[src/rtl/core/usbtx_pkg.sv]
// shared constants, types and helpers for the usb endpoint tx packetizer
// no dependencies; used by the interfaces and the top level
package usbtx_pkg;

  localparam int BUF_DEPTH = 256;
  localparam int IDX_W     = $clog2(BUF_DEPTH);
  localparam int CNT_W     = $clog2(BUF_DEPTH + 1);
  localparam int WCNT_W    = 9;
  localparam int CMP_W     = (CNT_W > WCNT_W) ? CNT_W : WCNT_W;
  localparam int FUNC_W    = 3;
  localparam int BYTE_W    = 8;
  localparam int PKT_W     = 7;

  localparam logic [PKT_W-1:0] PKT_MAX = 7'd64;

  // input function codes
  localparam logic [FUNC_W-1:0] FUNC_OPEN     = 3'd0;
  localparam logic [FUNC_W-1:0] FUNC_DATA     = 3'd1;
  localparam logic [FUNC_W-1:0] FUNC_TX_DONE  = 3'd2;
  localparam logic [FUNC_W-1:0] FUNC_FLUSH    = 3'd3;
  localparam logic [FUNC_W-1:0] FUNC_EP_RESET = 3'd4;

  // configuration register indexes
  localparam logic CFG_MAX_PKT = 1'b0;
  localparam logic CFG_CTRL_EP = 1'b1;

  typedef enum logic [1:0] {
    ST_IDLE,
    ST_READ,
    ST_EMIT
  } state_t;

  // clamp packet size register to 1..64
  function automatic logic [PKT_W-1:0] pkt_size(input logic [PKT_W-1:0] m);
    logic [PKT_W-1:0] r;
    if (m == '0) begin
      r = 7'd1;
    end else if (m > PKT_MAX) begin
      r = PKT_MAX;
    end else begin
      r = m;
    end
    return r;
  endfunction

  // ring index increment with wrap
  function automatic logic [IDX_W-1:0] idx_inc(input logic [IDX_W-1:0] i);
    logic [IDX_W-1:0] r;
    if (i == IDX_W'(BUF_DEPTH - 1)) begin
      r = '0;
    end else begin
      r = i + IDX_W'(1);
    end
    return r;
  endfunction

endpackage

[src/rtl/core/usbtx_if.sv]
// valid/ready channel interfaces for the usb endpoint tx packetizer
// depends on usbtx_pkg for field widths
interface usbtx_in_if;
  import usbtx_pkg::*;

  logic                valid;
  logic                ready;
  logic [FUNC_W-1:0]   func;
  logic [WCNT_W-1:0]   write_count;
  logic [BYTE_W-1:0]   data_byte;

  modport source (output valid, func, write_count, data_byte, input ready);
  modport sink   (input valid, func, write_count, data_byte, output ready);
endinterface

interface usbtx_out_if;
  import usbtx_pkg::*;

  logic                valid;
  logic                ready;
  logic [BYTE_W-1:0]   fifo_byte;
  logic                byte_valid;
  logic                packet_ready;
  logic [PKT_W-1:0]    packet_length;
  logic                accepted;
  logic                last;

  modport source (output valid, fifo_byte, byte_valid, packet_ready, packet_length,
                  accepted, last, input ready);
  modport sink   (input valid, fifo_byte, byte_valid, packet_ready, packet_length,
                  accepted, last, output ready);
endinterface

[src/rtl/core/usb_endpoint_tx_packetizer.sv]
// usb in endpoint transmit packetizer: ring store feeding a packet fifo
// depends on usbtx_pkg and the channel interfaces in usbtx_if.sv
// an input that moves no byte gives its single beat in the cycle after acceptance
// an input that moves bytes sends each byte through a ring memory read, then the output register
// throughput: one input per cycle without bytes while the output is not stalled; no new input during a run
// reset: counters, indexes and flags clear, max_packet_bytes 64; ring contents left as is
module usb_endpoint_tx_packetizer (
  input  logic                      clk,
  input  logic                      rst_n,
  usbtx_in_if.sink                  in_ch,
  usbtx_out_if.source               out_ch,
  input  logic                      cfg_we,
  input  logic                      cfg_index,
  input  logic [usbtx_pkg::PKT_W-1:0] cfg_data
);
  import usbtx_pkg::*;

  // configuration registers
  logic [PKT_W-1:0] mpb_r;
  logic             ctrl_r;

  // endpoint state
  logic [IDX_W-1:0] put_r, put_nxt;
  logic [IDX_W-1:0] take_r;
  logic [CNT_W-1:0] queued_r, queued_nxt;
  logic [PKT_W-1:0] fifo_cnt_r, fifo_cnt_nxt;
  logic [PKT_W-1:0] inflight_r, inflight_nxt;
  logic             flush_r, flush_nxt;
  logic [CNT_W-1:0] wrem_r, wrem_nxt;

  // run of byte moves for the accepted input
  state_t           state_r, state_nxt;
  logic [PKT_W-1:0] move_left_r;
  logic             commit_r;
  logic [PKT_W-1:0] commit_len_r;
  logic             acc_r;

  // ring store, one write port, one registered read port
  logic [BYTE_W-1:0] ring_mem [BUF_DEPTH];
  logic [BYTE_W-1:0] rd_data_r;

  // output register
  logic              out_valid_r;
  logic [BYTE_W-1:0] fifo_byte_r;
  logic              byte_valid_r;
  logic              packet_ready_r;
  logic [PKT_W-1:0]  packet_length_r;
  logic              accepted_r;
  logic              last_r;

  // handshake and control
  logic accept;
  logic out_free;
  logic in_ready_c;
  logic emit_ld;
  logic read_step;

  // per-input decode
  logic             acc_c;
  logic             do_pkt;
  logic             do_flush;
  logic             ep_reset;
  logic             mem_we_c;
  logic             commit_c;
  logic [PKT_W-1:0] pkt_sz;
  logic [PKT_W-1:0] room;
  logic [PKT_W-1:0] move_cnt;
  logic [PKT_W-1:0] fifo_fill;
  logic [CNT_W-1:0] q_base;
  logic [CNT_W-1:0] q_fill;
  logic             flush_fill;
  logic [IDX_W-1:0] put_inc;
  logic [CNT_W-1:0] span;
  logic [CMP_W-1:0] wc_ext;
  logic [CMP_W-1:0] free_ext;
  logic [CMP_W-1:0] q_ext;
  logic [CMP_W-1:0] room_ext;
  logic [CMP_W-1:0] min_ext;

  assign out_free = !out_valid_r || out_ch.ready;
  assign accept   = in_ch.valid && in_ready_c;

  assign in_ch.ready          = in_ready_c;
  assign out_ch.valid         = out_valid_r;
  assign out_ch.fifo_byte     = fifo_byte_r;
  assign out_ch.byte_valid    = byte_valid_r;
  assign out_ch.packet_ready  = packet_ready_r;
  assign out_ch.packet_length = packet_length_r;
  assign out_ch.accepted      = accepted_r;
  assign out_ch.last          = last_r;

  // fsm next state
  always_comb begin
    state_nxt = state_r;
    case (state_r)
      ST_IDLE: begin
        if (accept && move_cnt != '0) begin
          state_nxt = ST_READ;
        end
      end
      ST_READ: begin
        state_nxt = ST_EMIT;
      end
      ST_EMIT: begin
        if (out_free) begin
          state_nxt = (move_left_r == '0) ? ST_IDLE : ST_READ;
        end
      end
      default: begin
        state_nxt = ST_IDLE;
      end
    endcase
  end

  // fsm outputs
  always_comb begin
    in_ready_c = 1'b0;
    emit_ld    = 1'b0;
    read_step  = 1'b0;
    case (state_r)
      ST_IDLE: begin
        in_ready_c = out_free;
      end
      ST_READ: begin
        read_step = 1'b1;
      end
      ST_EMIT: begin
        emit_ld = out_free;
      end
      default: begin
        in_ready_c = 1'b0;
      end
    endcase
  end

  // endpoint update for the input at the channel head
  always_comb begin
    pkt_sz   = pkt_size(mpb_r);
    put_inc  = idx_inc(put_r);
    wc_ext   = CMP_W'(in_ch.write_count);
    free_ext = CMP_W'(BUF_DEPTH) - CMP_W'(queued_r);

    // bytes between take and the new put, a full ring counts as the whole depth
    if (put_inc > take_r) begin
      span = CNT_W'(put_inc) - CNT_W'(take_r);
    end else if (put_inc == take_r) begin
      span = CNT_W'(BUF_DEPTH);
    end else begin
      span = CNT_W'(put_inc) + CNT_W'(BUF_DEPTH) - CNT_W'(take_r);
    end

    put_nxt  = put_r;
    wrem_nxt = wrem_r;
    q_base   = queued_r;
    acc_c    = 1'b1;
    do_pkt   = 1'b0;
    do_flush = 1'b0;
    ep_reset = 1'b0;
    mem_we_c = 1'b0;

    case (in_ch.func)
      FUNC_OPEN: begin
        if (wrem_r != '0 || wc_ext > free_ext) begin
          acc_c = 1'b0;
        end else if (wc_ext == '0) begin
          do_pkt = (inflight_r == '0);
        end else begin
          wrem_nxt = wc_ext[CNT_W-1:0];
        end
      end
      FUNC_DATA: begin
        if (wrem_r == '0) begin
          acc_c = 1'b0;
        end else begin
          mem_we_c = 1'b1;
          put_nxt  = put_inc;
          wrem_nxt = wrem_r - CNT_W'(1);
          // write completes: its bytes become visible
          if (wrem_r == CNT_W'(1)) begin
            q_base = span;
            do_pkt = (inflight_r == '0);
          end
        end
      end
      FUNC_TX_DONE: begin
        do_pkt = 1'b1;
      end
      FUNC_FLUSH: begin
        do_flush = 1'b1;
      end
      FUNC_EP_RESET: begin
        ep_reset = 1'b1;
      end
      default: begin
        acc_c = 1'b0;
      end
    endcase

    // fifo fill: shrunk packet size leaves no room
    room     = (pkt_sz > fifo_cnt_r) ? (pkt_sz - fifo_cnt_r) : '0;
    q_ext    = CMP_W'(q_base);
    room_ext = CMP_W'(room);
    min_ext  = (q_ext < room_ext) ? q_ext : room_ext;
    move_cnt = (do_pkt || do_flush) ? min_ext[PKT_W-1:0] : '0;

    fifo_fill  = fifo_cnt_r + move_cnt;
    q_fill     = q_base - CNT_W'(move_cnt);
    flush_fill = flush_r || do_flush || (do_pkt && q_fill == '0 && ctrl_r);

    if (do_pkt) begin
      commit_c = (fifo_fill >= pkt_sz) || flush_fill;
    end else begin
      commit_c = do_flush && (inflight_r == '0);
    end

    queued_nxt   = q_fill;
    fifo_cnt_nxt = fifo_fill;
    flush_nxt    = flush_fill;
    inflight_nxt = do_pkt ? '0 : inflight_r;

    // commit: fifo contents go in flight, a short packet ends the flush
    if (commit_c) begin
      inflight_nxt = fifo_fill;
      fifo_cnt_nxt = '0;
      if (fifo_fill < pkt_sz) begin
        flush_nxt = 1'b0;
      end
    end

    if (ep_reset) begin
      put_nxt      = '0;
      wrem_nxt     = '0;
      queued_nxt   = '0;
      fifo_cnt_nxt = '0;
      inflight_nxt = '0;
      flush_nxt    = 1'b0;
    end
  end

  // ring memory: writes only at accept, reads only in a later read state
  always_ff @(posedge clk) begin
    if (accept && mem_we_c) begin
      ring_mem[put_r] <= in_ch.data_byte;
    end
    // read data holds while the result beat waits
    if (read_step) begin
      rd_data_r <= ring_mem[take_r];
    end
  end

  // config, endpoint state and run control
  always_ff @(posedge clk) begin
    if (!rst_n) begin
      mpb_r       <= PKT_MAX;
      ctrl_r      <= 1'b0;
      put_r       <= '0;
      take_r      <= '0;
      queued_r    <= '0;
      fifo_cnt_r  <= '0;
      inflight_r  <= '0;
      flush_r     <= 1'b0;
      wrem_r      <= '0;
      state_r     <= ST_IDLE;
      move_left_r <= '0;
      commit_r    <= 1'b0;
      acc_r       <= 1'b0;
    end else begin
      state_r <= state_nxt;
      if (cfg_we) begin
        case (cfg_index)
          CFG_MAX_PKT: mpb_r  <= cfg_data;
          CFG_CTRL_EP: ctrl_r <= cfg_data[0];
          default:     mpb_r  <= mpb_r;
        endcase
      end
      if (accept) begin
        put_r       <= put_nxt;
        queued_r    <= queued_nxt;
        fifo_cnt_r  <= fifo_cnt_nxt;
        inflight_r  <= inflight_nxt;
        flush_r     <= flush_nxt;
        wrem_r      <= wrem_nxt;
        move_left_r <= move_cnt;
        commit_r    <= commit_c;
        acc_r       <= acc_c;
        if (ep_reset) begin
          take_r <= '0;
        end
      end else if (read_step) begin
        take_r      <= idx_inc(take_r);
        move_left_r <= move_left_r - PKT_W'(1);
      end
    end
  end

  // commit length travels with the run, no reset needed
  always_ff @(posedge clk) begin
    if (accept) begin
      commit_len_r <= inflight_nxt;
    end
  end

  // output register: empty result straight from accept, bytes from the ring read
  always_ff @(posedge clk) begin
    if (!rst_n) begin
      out_valid_r <= 1'b0;
    end else if (accept && move_cnt == '0) begin
      out_valid_r <= 1'b1;
    end else if (emit_ld) begin
      out_valid_r <= 1'b1;
    end else if (out_ch.ready) begin
      out_valid_r <= 1'b0;
    end
  end

  always_ff @(posedge clk) begin
    if (accept && move_cnt == '0) begin
      fifo_byte_r     <= '0;
      byte_valid_r    <= 1'b0;
      packet_ready_r  <= commit_c;
      packet_length_r <= commit_c ? inflight_nxt : '0;
      accepted_r      <= acc_c;
      last_r          <= 1'b1;
    end else if (emit_ld) begin
      fifo_byte_r     <= rd_data_r;
      byte_valid_r    <= 1'b1;
      packet_ready_r  <= commit_r && (move_left_r == '0);
      packet_length_r <= (commit_r && move_left_r == '0) ? commit_len_r : '0;
      accepted_r      <= acc_r;
      last_r          <= (move_left_r == '0);
    end
  end

endmodule

[src/flat_wrapper.sv]
// flat-port wrapper written by rule: the top's interface ports become plain ports
module usb_endpoint_tx_packetizer_flat import usbtx_pkg::*;
  (clk, rst_n, cfg_we, cfg_index, cfg_data, in_ch_valid, in_ch_func, in_ch_write_count, in_ch_data_byte, in_ch_ready, out_ch_valid, out_ch_fifo_byte, out_ch_byte_valid, out_ch_packet_ready, out_ch_packet_length, out_ch_accepted, out_ch_last, out_ch_ready);
  usbtx_in_if in_ch_i ();
  usbtx_out_if out_ch_i ();
  input  logic clk;
  input  logic rst_n;
  input  logic cfg_we;
  input  logic cfg_index;
  input  logic [usbtx_pkg::PKT_W-1:0] cfg_data;
  input wire logic [$bits(in_ch_i.valid)-1:0] in_ch_valid;
  input wire logic [$bits(in_ch_i.func)-1:0] in_ch_func;
  input wire logic [$bits(in_ch_i.write_count)-1:0] in_ch_write_count;
  input wire logic [$bits(in_ch_i.data_byte)-1:0] in_ch_data_byte;
  output wire logic [$bits(in_ch_i.ready)-1:0] in_ch_ready;
  output wire logic [$bits(out_ch_i.valid)-1:0] out_ch_valid;
  output wire logic [$bits(out_ch_i.fifo_byte)-1:0] out_ch_fifo_byte;
  output wire logic [$bits(out_ch_i.byte_valid)-1:0] out_ch_byte_valid;
  output wire logic [$bits(out_ch_i.packet_ready)-1:0] out_ch_packet_ready;
  output wire logic [$bits(out_ch_i.packet_length)-1:0] out_ch_packet_length;
  output wire logic [$bits(out_ch_i.accepted)-1:0] out_ch_accepted;
  output wire logic [$bits(out_ch_i.last)-1:0] out_ch_last;
  input wire logic [$bits(out_ch_i.ready)-1:0] out_ch_ready;
  assign in_ch_i.valid = in_ch_valid;
  assign in_ch_i.func = in_ch_func;
  assign in_ch_i.write_count = in_ch_write_count;
  assign in_ch_i.data_byte = in_ch_data_byte;
  assign in_ch_ready = in_ch_i.ready;
  assign out_ch_valid = out_ch_i.valid;
  assign out_ch_fifo_byte = out_ch_i.fifo_byte;
  assign out_ch_byte_valid = out_ch_i.byte_valid;
  assign out_ch_packet_ready = out_ch_i.packet_ready;
  assign out_ch_packet_length = out_ch_i.packet_length;
  assign out_ch_accepted = out_ch_i.accepted;
  assign out_ch_last = out_ch_i.last;
  assign out_ch_i.ready = out_ch_ready;
  usb_endpoint_tx_packetizer u_core (.clk(clk), .rst_n(rst_n), .in_ch(in_ch_i), .out_ch(out_ch_i), .cfg_we(cfg_we), .cfg_index(cfg_index), .cfg_data(cfg_data));
endmodule
[config.mk]
export PLATFORM = sky130hd
export DESIGN_NAME = usb_endpoint_tx_packetizer_flat
export DESIGN_NICKNAME = d
export VERILOG_FILES = /design/src/rtl/core/usbtx_pkg.sv /design/src/rtl/core/usbtx_if.sv /design/src/rtl/core/usb_endpoint_tx_packetizer.sv /design/src/flat_wrapper.sv
export SDC_FILE = /design/constraint.sdc
export NUM_CORES = 2
export LEC_CHECK = 0
export BUFFER_PORTS_ARGS = -buffer_cell sky130_fd_sc_hd__buf_2
export CORE_MARGIN = 5
export CORE_UTILIZATION = 40
export CTS_BUF_LIST = sky130_fd_sc_hd__clkbuf_8 sky130_fd_sc_hd__clkbuf_16
export CTS_CLUSTER_SIZE = 12
export DETAILED_ROUTE_END_ITERATION = 10
export HOLD_SLACK_MARGIN = 0.06
export PLACE_DENSITY = 0.54
export SYNTH_ARGS = -nofsm -noshare
export SYNTH_HDL_FRONTEND = slang
export SYNTH_SLANG_ARGS = --single-unit
[constraint.sdc]
create_clock -name clk -period 22.9 [get_ports clk]
set_input_delay 4.58 -clock clk [delete_from_list [all_inputs] [get_ports clk]]
set_output_delay 4.58 -clock clk [all_outputs]
set_load 0.1 [all_outputs]
==> results.md <==
Status:
- The run finished with clean final reports.

Worst setup path:
- STA puts the critical path data required time at 23.50 ns.
- The number of cells on the worst reg-to-reg path is 39.
- The launching element of the worst setup path is in_ch_func[2].
- The endpoint of the worst-slack reg-to-reg timing path is u_core.out_ch.packet_length[3]$_DFFE_PP_.
- The end point of the critical path is u_core.out_ch.packet_length[3]$_DFFE_PP_.
- Data on the critical path arrives at its endpoint at 12.46 ns.
- The slowest library cell on the worst path is sky130_fd_sc_hd__o41ai_1.
- The biggest cell delay along the critical path is 1.06 ns.
- The startpoint type of the worst setup path is a primary input.
- The cell family contributing the most delay on the critical path is compound AO/OA/AOI/OAI gates.
- The critical path contains buffers and inverters numbering 2 combined.
- The library cell appearing most often on the critical path is sky130_fd_sc_hd__a21oi_1.
- The maximum fanout along the worst path is 21.
- The setup path with the least slack is of type primary input to flip-flop.
- The worst register-to-register path begins at u_core.put_r[5]$_SDFFE_PN0P_.
- In this run the number of cells on the critical path is 29.
- In this run the register-to-register setup slack is 13.29 ns.
- STA classifies the critical path endpoint as a flip-flop.

Drt:
- Dividing the detail-routed via count by the number of cells gives 5.70.
- The length of routed wiring on met1 is 95.5 mm.
- Signal routing reaches up to met4.
- The detailed-router iteration count before antenna repair is 5.
- For this block, the routed nets add up to 219 mm of wire.
- The count of routing violations after the opening detailed-route iteration is 4,272.
- The average routed wire per standard cell is 30.2 µm.
- The met3 wire length is 13.0 mm.
- The number of design rule violations left after detail routing is 0.
- The detailed-route via count is 41,300.
- Detailed routing placed a total of 106 mm of wire on met2.
- Once detail routing completed, the nets flagged for antenna violations numbered 0.

Floorplanning:
- The cell row count is 170.
- The die is 473 µm tall.
- The core outline area is 214,000 µm².
- The die outline area is 224,000 µm².
- For this configuration, the core starts out at a cell density of 0.401.
- From left edge to right edge, the die measures 473 µm.
- 54 I/O pins were placed.

Yosys:
- Counting instances in the post-synthesis netlist gives the leading cell types as sky130_fd_sc_hd__edfxtp_1, sky130_fd_sc_hd__mux4_2, sky130_fd_sc_hd__nor2_1, sky130_fd_sc_hd__nand2_1, sky130_fd_sc_hd__clkbuf_1.
- The cell with the most instances after synthesis is sky130_fd_sc_hd__edfxtp_1.
- The unique cell type count in the Yosys netlist is 76.
- The portion of the post-synthesis area used by sequential elements is 0.743.
- Summing every instance area after synthesis gives 85,900 µm².
- The synthesized netlist cell count is 4,124.
- Synthesis produced a netlist with a net count of 4,220.
- The number of flops mapped to enable cells by yosys is 2,072.
- The synthesized area per cell is 20.8 µm².
- The most used flip-flop cell after synthesis is sky130_fd_sc_hd__edfxtp_1.
- The Yosys step of the flow raised 0 warnings.
- Sorting the synthesized cells by area gives the leading types as sky130_fd_sc_hd__edfxtp_1, sky130_fd_sc_hd__mux4_2, sky130_fd_sc_hd__dfxtp_1.
- The share of synthesized area in the top cell type comes to 0.725.
- The number of synthesized register bits is 2,151.
- The largest area contributor in the synthesized netlist is sky130_fd_sc_hd__edfxtp_1.
- The fraction of synthesis flops using an asynchronous set or reset pin is 0.

Clocking:
- The count of cells resized by post-cts repair is 0.
- The number of buffers added to fix hold violations after cts is 0.
- The TritonCTS clock tree is yes.
- The post-CTS setup buffer count is 0.
- The number of buffers inserted during clock tree synthesis is 223.
- The root cell of the clock tree is sky130_fd_sc_hd__clkbuf_16.
- The clock passes through at most 3 buffers.
- The source-to-sink clock delay at the later pin of the worst-skew pair is 0.87 ns.
- The CTS clock-pin slew for the worst setup and hold paths is 0.06 ns.
- CTS saw 2,151 sinks.
- CTS built an H-tree with a depth of 4.

STA:
- The hold violation total from the final report is 0.
- The sum of negative setup slack is 0 ns.
- Setup repair after global routing left no endpoint under its margin.
- The maximum clock skew at final layout is 0.0240 ns.
- The ratio of final minimum period to clock period is 0.518.
- Timing would allow up to 84.3 MHz.
- Headroom to the max-slew limit came out at 0.218.
- Counting I/O delays and the setup requirement, the final critical path takes 11.86 ns.
- At the pin with the least slew margin, the transition time is 1.17 ns.
- Setup violations remaining at the end of the flow were counted as 0.
- The max-slew violation count is 0.

Layout:
- From synthesis to final layout, the design area changed by 12.0%.
- The net count of the finished layout is 4,336.
- For this run, the number of standard cells in the final layout without fillers is 7,250.
- Counting the fill cells in the layout gives 18,100.
- Of the cells placed in the final design, the portion with a size suffix greater than 1 is 0.253.

Placed design:
- The count of input and output buffers is 53.
- Routability-driven placement finished with a final weighted congestion of 0.813.
- The half-perimeter wire length of the detailed placement result is 131 mm.
- The number of placed instances, taps included, is 6,853.

Power and ir drop:
- For this design the static power due to leakage is 29.3 nW.
- The power density normalized to cell area is 85.8 nW/µm².
- Across the VDD grid, the largest voltage drop is 0.0625 mV.

Global routing:
- The wire length of the first global-routing pass is 314 mm.
- The initial antenna violation count is 14.
- The maximum number of pins on one net before global-route repair is 141.
- The total global routing track utilization is 0.194.
- The number of global-route vias before repair was 42,100.
- The sum of overflow across all layers after global routing is 0.

Job:
- The tool flagged a number of max-cap violations equal to 0.

Worst hold path:
- The worst hold path belongs to the class flip-flop to flip-flop.
per-stage QoR:
stage / setup slack, ns / hold slack (ns) / utilization / area [µm²] / power, mW
after floorplan: 11.61 / 0.435 / - / 85900 / 4.78
after global placement: 10.51 / 0.445 / 0.417 / 89400 / 4.97
after detailed placement: 10.39 / 0.454 / 0.417 / 89400 / 4.97
after CTS: 11.28 / 0.468 / 0.449 / 96100 / 8.33
after global routing: 10.53 / 0.482 / 0.449 / 96100 / 8.53
final: 11.04 / 0.467 / 0.449 / 96100 / 8.25
worst min path at each step:
stage | startpoint | endpoint | slack (ns) | cells after the start
final | u_core.commit_r$_SDFFE_PN0P_ | u_core.commit_r$_SDFFE_PN0P_ | 0.47 | 2
after global routing | u_core.commit_r$_SDFFE_PN0P_ | u_core.commit_r$_SDFFE_PN0P_ | 0.48 | 2
after CTS | u_core.commit_r$_SDFFE_PN0P_ | u_core.commit_r$_SDFFE_PN0P_ | 0.47 | 2
after detailed placement | u_core.commit_r$_SDFFE_PN0P_ | u_core.commit_r$_SDFFE_PN0P_ | 0.45 | 2
after global placement | u_core.commit_r$_SDFFE_PN0P_ | u_core.commit_r$_SDFFE_PN0P_ | 0.45 | 2
after floorplan | u_core.state_r[0]$_SDFFE_PN0P_ | u_core.state_r[0]$_SDFFE_PN0P_ | 0.44 | 1
cell families (layout without fill, tap and decap cells):
family / Yosys count / count (layout) / synth area share
other: 0 / 3 / 0
buffers and inverters: 286 / 571 / 0.0135
muxes: 691 / 691 / 0.178
DFF: 2151 / 2151 / 0.743
adders and majority gates: 63 / 63 / 0.00953
xor gates and xnor gates: 33 / 33 / 0.00337
AOI/OAI and AO/OA: 248 / 248 / 0.0197
and+or+nand+nor: 652 / 652 / 0.0330
state kept, by name, indices dropped and copies added, names as in the netlist, 8 cells and up:
name	cells
u_core.out_ch.fifo_byte	8
u_core.put_r	8
u_core.queued_r	9
u_core.rd_data_r	8
u_core.ring_mem	2048
u_core.take_r	8
u_core.wrem_r	9
final cells by class:
cell class | instances | area [µm²] | area share
well taps | 2838 | 3550 | 0.0369
clock buffers | 232 | 5730 | 0.0596
clock inverters | 162 | 1010 | 0.0105
multi-input cells | 1687 | 20900 | 0.218
inverters | 56 | 220 | 0.00229
flip-flops and latches | 2151 | 63800 | 0.664
repair buffers | 121 | 883 | 0.00919
diodes | 3 | 7.51 | 0.0000781
metal layers:
metal / track usage / vias to the layer above
li1: - / 17300
met1: 0.286 / 22400
met2: 0.309 / 1342
met3: 0.0284 / 257
met4: 0.0460 / 0
met5: 0 / -
worst register-to-register path, delay by kind of cell (launching register included):
family                     cells  cell delay, ns
buffers and inverters          4            0.34
adders and majority gates      5            1.69
muxes                          2            0.37
xor gates and xnor gates       2            0.56
and+or+nand+nor               11            3.23
DFF                            1            0.51
AOI/OAI and AO/OA             15            2.65
cells in the final DEF (no fill, tap or decap), drive strengths merged, types with 13 or more instances in the layout:
cell type,synthesis,routed
inv,52,125
and3,15,15
nor2b,16,16
nand4,14,14
o21a,15,15
xnor2,21,21
buf,97,113
a21oi,61,61
nor3,30,30
a22oi,19,19
dfxtp,79,79
o21ai,32,32
clkinv,4,87
mux4,667,667
a31oi,17,17
a21o,16,16
nand3,26,26
mux2i,23,23
nand2,135,135
clkbuf,133,240
ha,59,59
nor2,357,357
a22o,13,13
edfxtp,2072,2072
power by group:
part | internal (mW) | switching [mW]
clock network | 1.85 | 1.51
registers | 4.33 | 0.0151
logic | 0.197 | 0.345
total | 6.38 | 1.87
(Power assumes the default switching activity.)
